$ cat config.mk
export PLATFORM = sky130hd
export DESIGN_NAME = indexed_list_table_engine_unit
export DESIGN_NICKNAME = d
export VERILOG_FILES = /design/src/rtl/ilte_pkg.sv /design/src/rtl/ilte_dp.sv /design/src/rtl/ilte_ctrl.sv /design/src/rtl/indexed_list_table_engine_unit.sv
export SDC_FILE = /design/constraint.sdc
export NUM_CORES = 2
export LEC_CHECK = 0
export ABC_AREA = 1
export BUFFER_PORTS_ARGS = -buffer_cell sky130_fd_sc_hd__clkbuf_2
export CAP_MARGIN = 20
export CORE_ASPECT_RATIO = 1.1
export CORE_MARGIN = 5
export CORE_UTILIZATION = 63
export DETAILED_ROUTE_END_ITERATION = 10
export PLACE_DENSITY = 0.8
export SLEW_MARGIN = 10
export SYNTH_ARGS = -nofsm -noshare
export SYNTH_HDL_FRONTEND = slang
export SYNTH_SLANG_ARGS = --single-unit
export TNS_END_PERCENT = 20
$ cat constraint.sdc
create_clock -name clk -period 7.57 [get_ports clk]
set_input_delay 1.514 -clock clk [delete_from_list [all_inputs] [get_ports clk]]
set_output_delay 1.514 -clock clk [all_outputs]
set_load 0.02 [all_outputs]
$ cat src/rtl/ilte_pkg.sv
// Shared types and constants for the indexed list table engine.
// Used by ilte_ctrl, ilte_dp and the top level; no dependencies.
package ilte_pkg;

  localparam int DEPTH = 32;
  localparam int AW    = $clog2(DEPTH);
  localparam int CW    = $clog2(DEPTH + 1);
  localparam int PW    = (CW > 8) ? CW : 8;

  typedef enum logic [3:0] {
    OP_INSERT  = 4'd0,
    OP_APPEND  = 4'd1,
    OP_PREPEND = 4'd2,
    OP_DELETE  = 4'd3,
    OP_ROTATE  = 4'd4,
    OP_REVERSE = 4'd5,
    OP_MIDDLE  = 4'd6,
    OP_SEARCH  = 4'd7,
    OP_DUMP    = 4'd8
  } opcode_t;

  typedef enum logic [2:0] {
    ST_OK     = 3'd0,
    ST_BOUNDS = 3'd1,
    ST_FULL   = 3'd2,
    ST_EMPTY  = 3'd3,
    ST_MISS   = 3'd4
  } status_t;

  typedef enum logic [1:0] {
    DSEL_ZERO = 2'd0,
    DSEL_RD   = 2'd1,
    DSEL_ONES = 2'd2
  } dsel_t;

  typedef enum logic [4:0] {
    DP_NOP,
    DP_LOAD,
    DP_INS_INIT,
    DP_RD_AM1,
    DP_WR_A_RD_DEC,
    DP_INS_FIN,
    DP_A_POS,
    DP_RD_AP1,
    DP_WR_A_RD_INC,
    DP_CNT_DEC,
    DP_MOD_INIT,
    DP_MOD_STEP,
    DP_REV_ALL,
    DP_REV_HEAD,
    DP_REV_TAIL,
    DP_RD_A,
    DP_TMP_RD_BM1,
    DP_WR_A_RD,
    DP_WR_BM1_TMP,
    DP_RD_MID,
    DP_A_ZERO,
    DP_A_INC,
    DP_EMIT
  } dp_op_t;

  // Description of one result transaction
  typedef struct packed {
    dsel_t   dsel;
    logic    pos_a;
    status_t status;
    logic    last;
    logic    more;
  } em_t;

  typedef struct packed {
    dp_op_t op;
    em_t    em;
  } dp_cmd_t;

  typedef struct packed {
    logic [3:0] opc;
    logic       pos_gt_cnt;
    logic       pos_ge_cnt;
    logic       full;
    logic       cnt_zero;
    logic       a_gt_pos;
    logic       a1_lt_cnt;
    logic       a1_lt_b;
    logic       a_lt_cnt;
    logic       a_last;
    logic       rd_eq_val;
    logic       mod_done;
    logic       k_zero;
    logic       out_free;
  } dp_stat_t;

  localparam em_t EM_OK     = '{DSEL_ZERO, 1'b0, ST_OK,     1'b1, 1'b0};
  localparam em_t EM_BOUNDS = '{DSEL_ZERO, 1'b0, ST_BOUNDS, 1'b1, 1'b0};
  localparam em_t EM_FULL   = '{DSEL_ZERO, 1'b0, ST_FULL,   1'b1, 1'b0};
  localparam em_t EM_EMPTY  = '{DSEL_ONES, 1'b0, ST_EMPTY,  1'b1, 1'b0};
  localparam em_t EM_MISS   = '{DSEL_ZERO, 1'b0, ST_MISS,   1'b1, 1'b0};

endpackage

$ cat src/rtl/ilte_dp.sv
// Datapath: entry memory, count, address counters, modulo unit, result register.
// Depends on ilte_pkg; driven by ilte_ctrl through dp_cmd_t.
module ilte_dp import ilte_pkg::*; (
  input  logic               clk,
  input  logic               rst,
  input  dp_cmd_t            cmd,
  output dp_stat_t           stat,
  input  logic [3:0]         opcode,
  input  logic [7:0]         position_in,
  input  logic signed [31:0] data_in,
  input  logic [15:0]        rotate_by,
  output logic               out_valid,
  input  logic               out_ready,
  output logic signed [31:0] data_out,
  output logic [4:0]         found_position,
  output logic [2:0]         status,
  output logic [5:0]         count_out,
  output logic               is_empty,
  output logic               last_result
);

  logic [31:0]   mem [DEPTH];
  logic [31:0]   rd_data;
  logic [31:0]   val;
  logic [31:0]   tmp;
  logic [3:0]    opc;
  logic [PW-1:0] pos;
  logic [15:0]   rot_sh;
  logic [CW-1:0] cnt;
  logic [CW-1:0] a;
  logic [CW-1:0] b;
  logic [CW-1:0] rem;
  logic [4:0]    mcnt;

  logic          rd_en;
  logic [CW-1:0] rd_addr;
  logic          wr_en;
  logic [CW-1:0] wr_addr;
  logic [31:0]   wr_data;
  logic [CW:0]   rem_sh;
  logic [CW-1:0] rem_next;
  logic [CW:0]   a_p1;
  logic [PW-1:0] cnt_ext;
  logic [PW-1:0] a_ext;
  logic [PW-1:0] pos_load;

  assign a_p1    = {1'b0, a} + {{CW{1'b0}}, 1'b1};
  assign cnt_ext = PW'(cnt);
  assign a_ext   = PW'(a);

  // one restoring step of rot mod cnt
  assign rem_sh   = {rem, rot_sh[15]};
  assign rem_next = (rem_sh >= {1'b0, cnt}) ? CW'(rem_sh - {1'b0, cnt}) : CW'(rem_sh);

  always_comb begin
    case (opcode)
      OP_APPEND:  pos_load = cnt_ext;
      OP_PREPEND: pos_load = '0;
      default:    pos_load = PW'(position_in);
    endcase
  end

  always_comb begin
    rd_en   = 1'b1;
    rd_addr = a;
    case (cmd.op)
      DP_RD_AM1:     rd_addr = a - 1'b1;
      DP_RD_AP1:     rd_addr = a_p1[CW-1:0];
      DP_RD_A:       rd_addr = a;
      DP_TMP_RD_BM1: rd_addr = b - 1'b1;
      DP_RD_MID:     rd_addr = cnt >> 1;
      default:       rd_en   = 1'b0;
    endcase
  end

  always_comb begin
    wr_en   = 1'b1;
    wr_addr = a;
    wr_data = rd_data;
    case (cmd.op)
      DP_WR_A_RD_DEC,
      DP_WR_A_RD_INC,
      DP_WR_A_RD: begin
        wr_addr = a;
        wr_data = rd_data;
      end
      DP_INS_FIN: begin
        wr_addr = pos[CW-1:0];
        wr_data = val;
      end
      DP_WR_BM1_TMP: begin
        wr_addr = b - 1'b1;
        wr_data = tmp;
      end
      default: wr_en = 1'b0;
    endcase
  end

  always_ff @(posedge clk) begin
    if (wr_en) mem[wr_addr[AW-1:0]] <= wr_data;
    if (rd_en) rd_data <= mem[rd_addr[AW-1:0]];
  end

  // payload and work registers
  always_ff @(posedge clk) begin
    case (cmd.op)
      DP_LOAD: begin
        opc    <= opcode;
        pos    <= pos_load;
        val    <= data_in;
        rot_sh <= rotate_by;
      end
      DP_INS_INIT:    a <= cnt;
      DP_WR_A_RD_DEC: a <= a - 1'b1;
      DP_A_POS:       a <= pos[CW-1:0];
      DP_WR_A_RD_INC: a <= a_p1[CW-1:0];
      DP_MOD_INIT: begin
        rem  <= '0;
        mcnt <= '0;
      end
      DP_MOD_STEP: begin
        rem    <= rem_next;
        rot_sh <= {rot_sh[14:0], 1'b0};
        mcnt   <= mcnt + 5'd1;
      end
      DP_REV_ALL: begin
        a <= '0;
        b <= cnt;
      end
      DP_REV_HEAD: begin
        a <= '0;
        b <= rem;
      end
      DP_REV_TAIL: begin
        a <= rem;
        b <= cnt;
      end
      DP_TMP_RD_BM1: tmp <= rd_data;
      DP_WR_BM1_TMP: begin
        a <= a_p1[CW-1:0];
        b <= b - 1'b1;
      end
      DP_A_ZERO: a <= '0;
      DP_A_INC:  a <= a_p1[CW-1:0];
      DP_EMIT: begin
        case (cmd.em.dsel)
          DSEL_RD:   data_out <= rd_data;
          DSEL_ONES: data_out <= '1;
          default:   data_out <= '0;
        endcase
        found_position <= cmd.em.pos_a ? 5'(a) : 5'd0;
        status         <= cmd.em.status;
        count_out      <= 6'(cnt);
        is_empty       <= (cnt == '0);
        last_result    <= cmd.em.last;
      end
      default: ;
    endcase
  end

  always_ff @(posedge clk) begin
    if (rst) begin
      cnt       <= '0;
      out_valid <= 1'b0;
    end else begin
      case (cmd.op)
        DP_INS_FIN: cnt <= cnt + 1'b1;
        DP_CNT_DEC: cnt <= cnt - 1'b1;
        default: ;
      endcase
      if (cmd.op == DP_EMIT) out_valid <= 1'b1;
      else if (out_ready)    out_valid <= 1'b0;
    end
  end

  always_comb begin
    stat.opc        = opc;
    stat.pos_gt_cnt = pos > cnt_ext;
    stat.pos_ge_cnt = pos >= cnt_ext;
    stat.full       = (cnt >= CW'(DEPTH));
    stat.cnt_zero   = (cnt == '0);
    stat.a_gt_pos   = a_ext > pos;
    stat.a1_lt_cnt  = a_p1 < {1'b0, cnt};
    stat.a1_lt_b    = a_p1 < {1'b0, b};
    stat.a_lt_cnt   = a < cnt;
    stat.a_last     = a_p1 == {1'b0, cnt};
    stat.rd_eq_val  = rd_data == val;
    stat.mod_done   = mcnt[4];
    stat.k_zero     = (rem == '0);
    stat.out_free   = !out_valid || out_ready;
  end

endmodule

$ cat src/rtl/ilte_ctrl.sv
// Command sequencer: decodes one transaction and steps the datapath.
// Depends on ilte_pkg; drives ilte_dp through dp_cmd_t.
module ilte_ctrl import ilte_pkg::*; (
  input  logic     clk,
  input  logic     rst,
  input  logic     in_valid,
  output logic     in_ready,
  input  dp_stat_t stat,
  output dp_cmd_t  cmd
);

  typedef enum logic [4:0] {
    S_IDLE, S_DECODE, S_INS_CHK, S_INS_WR, S_DEL_CHK, S_DEL_WR, S_MOD,
    S_REV_CHK, S_REV_R2, S_REV_W1, S_REV_W2, S_SRC_CHK, S_SRC_CMP,
    S_DMP_RD, S_DMP_NEXT, S_EMIT
  } state_t;

  typedef enum logic [1:0] {
    PH_ALL, PH_HEAD, PH_LAST
  } phase_t;

  state_t state, state_next;
  phase_t phase, phase_next;
  em_t    em, em_next;

  always_comb begin
    state_next = state;
    phase_next = phase;
    em_next    = em;
    cmd.op     = DP_NOP;
    cmd.em     = em;
    in_ready   = (state == S_IDLE);
    case (state)
      S_IDLE: begin
        if (in_valid) begin
          cmd.op     = DP_LOAD;
          state_next = S_DECODE;
        end
      end
      S_DECODE: begin
        state_next = S_EMIT;
        em_next    = EM_OK;
        case (stat.opc)
          OP_INSERT, OP_APPEND, OP_PREPEND: begin
            if (stat.pos_gt_cnt) em_next = EM_BOUNDS;
            else if (stat.full)  em_next = EM_FULL;
            else begin
              cmd.op     = DP_INS_INIT;
              state_next = S_INS_CHK;
            end
          end
          OP_DELETE: begin
            if (stat.pos_ge_cnt) em_next = EM_BOUNDS;
            else begin
              cmd.op     = DP_A_POS;
              state_next = S_DEL_CHK;
            end
          end
          OP_ROTATE: begin
            if (!stat.cnt_zero) begin
              cmd.op     = DP_MOD_INIT;
              state_next = S_MOD;
            end
          end
          OP_REVERSE: begin
            if (!stat.cnt_zero) begin
              cmd.op     = DP_REV_ALL;
              phase_next = PH_LAST;
              state_next = S_REV_CHK;
            end
          end
          OP_MIDDLE: begin
            if (stat.cnt_zero) em_next = EM_EMPTY;
            else begin
              cmd.op  = DP_RD_MID;
              em_next = '{DSEL_RD, 1'b0, ST_OK, 1'b1, 1'b0};
            end
          end
          OP_SEARCH: begin
            cmd.op     = DP_A_ZERO;
            state_next = S_SRC_CHK;
          end
          OP_DUMP: begin
            if (stat.cnt_zero) em_next = EM_EMPTY;
            else begin
              cmd.op     = DP_A_ZERO;
              state_next = S_DMP_RD;
            end
          end
          default: ;
        endcase
      end
      S_INS_CHK: begin
        if (stat.a_gt_pos) begin
          cmd.op     = DP_RD_AM1;
          state_next = S_INS_WR;
        end else begin
          cmd.op     = DP_INS_FIN;
          em_next    = EM_OK;
          state_next = S_EMIT;
        end
      end
      S_INS_WR: begin
        cmd.op     = DP_WR_A_RD_DEC;
        state_next = S_INS_CHK;
      end
      S_DEL_CHK: begin
        if (stat.a1_lt_cnt) begin
          cmd.op     = DP_RD_AP1;
          state_next = S_DEL_WR;
        end else begin
          cmd.op     = DP_CNT_DEC;
          em_next    = EM_OK;
          state_next = S_EMIT;
        end
      end
      S_DEL_WR: begin
        cmd.op     = DP_WR_A_RD_INC;
        state_next = S_DEL_CHK;
      end
      // right rotate by k = reverse all, then first k, then the rest
      S_MOD: begin
        if (!stat.mod_done) cmd.op = DP_MOD_STEP;
        else if (stat.k_zero) begin
          em_next    = EM_OK;
          state_next = S_EMIT;
        end else begin
          cmd.op     = DP_REV_ALL;
          phase_next = PH_ALL;
          state_next = S_REV_CHK;
        end
      end
      S_REV_CHK: begin
        if (stat.a1_lt_b) begin
          cmd.op     = DP_RD_A;
          state_next = S_REV_R2;
        end else begin
          case (phase)
            PH_ALL: begin
              cmd.op     = DP_REV_HEAD;
              phase_next = PH_HEAD;
            end
            PH_HEAD: begin
              cmd.op     = DP_REV_TAIL;
              phase_next = PH_LAST;
            end
            default: begin
              em_next    = EM_OK;
              state_next = S_EMIT;
            end
          endcase
        end
      end
      S_REV_R2: begin
        cmd.op     = DP_TMP_RD_BM1;
        state_next = S_REV_W1;
      end
      S_REV_W1: begin
        cmd.op     = DP_WR_A_RD;
        state_next = S_REV_W2;
      end
      S_REV_W2: begin
        cmd.op     = DP_WR_BM1_TMP;
        state_next = S_REV_CHK;
      end
      S_SRC_CHK: begin
        if (stat.a_lt_cnt) begin
          cmd.op     = DP_RD_A;
          state_next = S_SRC_CMP;
        end else begin
          em_next    = EM_MISS;
          state_next = S_EMIT;
        end
      end
      S_SRC_CMP: begin
        if (stat.rd_eq_val) begin
          em_next    = '{DSEL_ZERO, 1'b1, ST_OK, 1'b1, 1'b0};
          state_next = S_EMIT;
        end else begin
          cmd.op     = DP_A_INC;
          state_next = S_SRC_CHK;
        end
      end
      S_DMP_RD: begin
        cmd.op     = DP_RD_A;
        em_next    = '{DSEL_RD, 1'b1, ST_OK, stat.a_last, !stat.a_last};
        state_next = S_EMIT;
      end
      S_DMP_NEXT: begin
        cmd.op     = DP_A_INC;
        state_next = S_DMP_RD;
      end
      S_EMIT: begin
        if (stat.out_free) begin
          cmd.op     = DP_EMIT;
          state_next = em.more ? S_DMP_NEXT : S_IDLE;
        end
      end
      default: state_next = S_IDLE;
    endcase
  end

  always_ff @(posedge clk) begin
    if (rst) begin
      state <= S_IDLE;
      phase <= PH_LAST;
      em    <= EM_OK;
    end else begin
      state <= state_next;
      phase <= phase_next;
      em    <= em_next;
    end
  end

endmodule

$ cat src/rtl/indexed_list_table_engine_unit.sv
// Indexed list table engine: one command transaction at a time, accepted in S_IDLE, then decoded.
// Insert/delete shift one entry at a time, a read then a write; reverse swaps each pair by
// two reads and two writes; rotate runs a restoring modulo unit, then, unless k is zero, three reversals.
// Search reads and compares one entry at a time; dump gives one result per entry, each held until taken.
// Rate is set by the single-port entry memory. Reset clears the count and the result
// valid flag; entries are not cleared and read only below the count.
module indexed_list_table_engine_unit import ilte_pkg::*; (
  input  logic               clk,
  input  logic               rst,
  input  logic               in_valid,
  output logic               in_ready,
  input  logic [3:0]         opcode,
  input  logic [7:0]         position_in,
  input  logic signed [31:0] data_in,
  input  logic [15:0]        rotate_by,
  output logic               out_valid,
  input  logic               out_ready,
  output logic signed [31:0] data_out,
  output logic [4:0]         found_position,
  output logic [2:0]         status,
  output logic [5:0]         count_out,
  output logic               is_empty,
  output logic               last_result
);

  dp_cmd_t  cmd;
  dp_stat_t stat;

  ilte_ctrl u_ctrl (
    .clk      (clk),
    .rst      (rst),
    .in_valid (in_valid),
    .in_ready (in_ready),
    .stat     (stat),
    .cmd      (cmd)
  );

  ilte_dp u_dp (
    .clk            (clk),
    .rst            (rst),
    .cmd            (cmd),
    .stat           (stat),
    .opcode         (opcode),
    .position_in    (position_in),
    .data_in        (data_in),
    .rotate_by      (rotate_by),
    .out_valid      (out_valid),
    .out_ready      (out_ready),
    .data_out       (data_out),
    .found_position (found_position),
    .status         (status),
    .count_out      (count_out),
    .is_empty       (is_empty),
    .last_result    (last_result)
  );

  a_one_at_a_time: assert property (@(posedge clk) disable iff (rst)
    (in_valid && in_ready) |=> !in_ready)
    else $error("new transaction accepted while one is in progress");

  a_empty_flag: assert property (@(posedge clk) disable iff (rst)
    out_valid |-> (is_empty == (count_out == 6'd0)))
    else $error("empty flag disagrees with count");

  a_count_range: assert property (@(posedge clk) disable iff (rst)
    out_valid |-> (count_out <= 6'(DEPTH)))
    else $error("count beyond table depth");

endmodule

==> results.txt <==
- The flow ran to the end, and the final reports show no timing, DRC or antenna violations.
- The worst path uses between 70 and 80% of the clock period.
- TritonCTS Buffers: approximately 120
* Netlist area before placement: 56170 um^2
- Setup violations remaining at the end of the flow were counted as 0.
- For the worst setup path, the data required time is between 8 and 9 ns.
* Proportion of synthesized chip area in sequential cells: about two thirds
- Antenna violations before repair: 1
- Summing the areas of all compound-gate instances in the mapped netlist gives 1.539% of the synthesized area.
* Post-detailed-route DRC marker count: 0
- Vias per cell: 6.199
- Die footprint: ~95000 um^2
- The smallest clock period supported by the final layout is computed as 5.876 ns.
- Mean cell area of the mapped netlist: about 10 um^2
- Max_cap viols: 0
- Post-CTS repair changed the size of 0 cells.
- Wire length after detailed routing: approximately 160 mm
- The detailed router finished its first iteration with between 5000 and 6000 violations.
- Sort of element at the start of the critical path: flop
* Power consumption: between 30 and 40 mW
* Relative max-transition margin: 20.64%
- Synthesis handed over a netlist of ~5400 instances.
- For this block, the via count after detailed routing is about 41000.
- Slew @ Worst Pin: 1.187 ns
- The H-tree was split into 3 levels.
- Hold is met by 0.4335 ns.
* Number of nets produced by synthesis: about 5500
* Clock sinks: about 1200
- Power density cells: slightly below 500 nW/um^2
* Total overflow reported by the global router: 0
* Upper clock frequency limit: around 0.17 GHz
* Most used cells in the layout excluding fill and tap cells: 1358 x sky130_fd_sc_hd__nand2_1, 1219 x sky130_fd_sc_hd__edfxtp_1, 1183 x sky130_fd_sc_hd__nand3_1
* Cell repeated most along the worst path: sky130_fd_sc_hd__nand2_1
- TritonCTS clock tree: done
- Wire length of the first global-routing pass: ~240 mm
- After detailed routing, the average wire length per cell comes to around 24 um.
- Area growth from synthesis to layout: 10.63%
* Setup_tns: 0 ns
- Worst-case clock buffer depth: 3
- Row generation in the floorplan step produced 114 rows.
* Share of post-route cells with drive strength above 1: 8.785%
- Leakage power figure: around 25 nW
- Share of the synthesized netlist area taken by xor and xnor gates: less than 1%
* Setup repair after global routing missed its margin: no
- The congestion estimate from routability-driven global placement came to 0.9935.
- The number of max-slew violations in the final report is 0.
- Simple-gate area share of the yosys netlist: 23.43%
- Cell type contributing the most total cell area after synthesis: sky130_fd_sc_hd__edfxtp_1
- The region available for standard cell placement spans 88150 um^2.
- By area the synthesized netlist is led by sky130_fd_sc_hd__edfxtp_1 65%, sky130_fd_sc_hd__nand3_1 11%, sky130_fd_sc_hd__nand2_1 9.1%.
- Ordered list of cells on the worst path: clkinv_1 -> ha_1 -> ha_1 -> nand2_1 -> o21ai_0 -> nand2_1 -> nand3_2 -> nand3_4 -> inv_4 -> nand2_8 -> nand2_8 -> buf_4 -> nand2_1 -> nand3_1 -> nand3_1 -> nand3_1 -> nand2_1 -> nand2_1 -> nand2_1
* Final nets: roughly 5500
- STA puts the critical path data arrival time at about 6.3 ns.
* Total global routing track utilization: between 30 and 40%
- Standard cell with the maximum stage delay on the critical path: sky130_fd_sc_hd__nand2_8
- Setup skew after layout: roughly 0.042 ns
- Classification of the worst setup path: flop to flop
- Measured along the y axis, the die boundary spans 323.2 um.
- Number of synthesized flops with an enable pin: 1219
* Max stage delay on crit path: slightly below 0.9 ns
- Die Width: between 200 and 300 um
* Largest family of logic cells by synthesized area: simple AND/OR/NAND/NOR gates
* Post-CTS Hold Fix Bufs: 0
* Synth unique cells: 47
- The HPWL after detailed placement is roughly 90 mm.
- Number of synthesized register bits: roughly 1200
* Main flop type after synthesis: sky130_fd_sc_hd__edfxtp_1
- In this run the worst path has a maximum fanout of 118.
* Setup fix buffers added after clock tree synthesis: 0
- I/O Pins: roughly 110
- The filler cells instantiated in the layout total approximately 6000.
- In this run the biggest area consumer among cell types represents about two thirds of the synthesized area.
* Total count of hold-check failures in the final report: 0
- Largest net degree at the start of global routing: about 240
- Via count of the first global-routing pass: between 30000 and 40000
- Fraction of synthesized area in multiplexers: 0%
* Adder-Cell Fraction of Synth Area: under 10%
* Effective utilization at floorplan: a little under two thirds
- During synthesis, Yosys emitted a total of 0 warnings.
- Asr flop ratio synth: 0%
* Commonest non-fill, non-tap cell in the layout: sky130_fd_sc_hd__nand2_1
* Antenna diode count: 0
* Drt first pass iters: 6
- Clk root buf: sky130_fd_sc_hd__clkbuf_16
- Peak ir drop on the vdd network: 0.0005217 V
* Clk_lat worst skew: 0.73 ns
- Worst Setup End Kind: flop
- Routed Antenna Nets: 0
- The path class of the tightest hold or removal check is flop to flop.
* Worst reg-to-reg setup slack: roughly 1.7 ns
- Port Buf Inserts: approximately 110
* Worst-path clk slew: approximately 0.07 ns
==> through the flow <==
step,worst slack [ns],util (%),instance area [um^2],std cells
floorplan,0.5236,-,56170,5381
global placement,1.985,65.64,57860,6439
detailed placement,1.952,65.82,58020,6448
CTS,1.834,70.35,62010,6673
global route,1.420,70.49,62140,6681
finish,1.694,70.49,62140,6681
==> area by class of cell <==
class                   instances  area (um^2)  area share [%]
flip-flops and latches       1240        37030           59.58
multi-input cells            3150        15420           24.82
clock buffers                 137         3067           4.935
inverters                     689         2592           4.172
repair buffers                217         1659           2.670
well taps                    1160         1451           2.336
clock inverters                88        920.9           1.482
==> where the power goes <==
group / internal (mW) / switching [mW]
logic: 3.87 / 10.7
registers: 9.61 / 0.506
clock network: 3.46 / 2.64
==> path summary, 6_finish.rpt <==
path,startpoint,endpoint,cells after the start
worst max register to register,u_dp.a[0],u_dp.rd_data[4],19
worst max-delay path,u_dp.a[0],u_dp.rd_data[4],19
worst min-delay path,u_ctrl.cmd[4],u_dp.status[2],0
worst min register to register,u_ctrl.cmd[4],u_dp.status[2],0
==> layer usage <==
metal  routed length [um]  track usage (%)  vias up
li1                     -                -    18280
met2                76140            53.02     2942
met3                18500            6.331      581
met1                56110            43.29    19610
met4                10200            18.30        0
met5                    0                0        -
==> worst max-delay path, delay by kind of cell, from the launching register on <==
kind	cells	cell delay (ns)
buf+inv	3	1.19
simple gates	13	2.61
flops	1	0.56
compound gates	1	0.36
fa+ha+maj	2	0.82
==> cell families after synthesis <==
kind of cell             Yosys count
AND/OR/NAND/NOR                 2901
flip-flops                      1240
buffers and inverters            991
AO/OA/AOI/OAI                    154
XOR/XNOR                          48
adder cells (fa/ha/maj)           47
==> state kept, by name, indices dropped and copies added (netlist names), 8 cells and up <==
name and count:
u_dp.rot_sh 16, u_dp.data_out 32, u_dp.mem 1024, u_dp.val 32, u_dp.pos 8, u_dp.rd_data 32
u_ctrl.cmd 8, u_dp.tmp 32
==> synthesized netlist by cell type (4+ instances only) <==
cell                       number
sky130_fd_sc_hd__a21oi_1       86
sky130_fd_sc_hd__nand2_2        5
sky130_fd_sc_hd__or2_2          6
sky130_fd_sc_hd__buf_4         25
sky130_fd_sc_hd__inv_1        674
sky130_fd_sc_hd__nor3_1        13
sky130_fd_sc_hd__buf_2        222
sky130_fd_sc_hd__nand4_1       20
sky130_fd_sc_hd__nor2_2         7
sky130_fd_sc_hd__buf_1         10
sky130_fd_sc_hd__edfxtp_1    1219
sky130_fd_sc_hd__xor2_1        16
sky130_fd_sc_hd__ha_1          45
sky130_fd_sc_hd__nand3_1     1187
sky130_fd_sc_hd__o211ai_1       8
sky130_fd_sc_hd__nand3b_1     161
sky130_fd_sc_hd__dfxtp_1       21
sky130_fd_sc_hd__o21ai_0       30
sky130_fd_sc_hd__xnor2_1       32
sky130_fd_sc_hd__nand2_1     1358
sky130_fd_sc_hd__nor2_1       132
sky130_fd_sc_hd__a31oi_1        4
sky130_fd_sc_hd__clkbuf_1      45
sky130_fd_sc_hd__inv_2         11
Note: power is estimated with default switching activity, not from simulation.
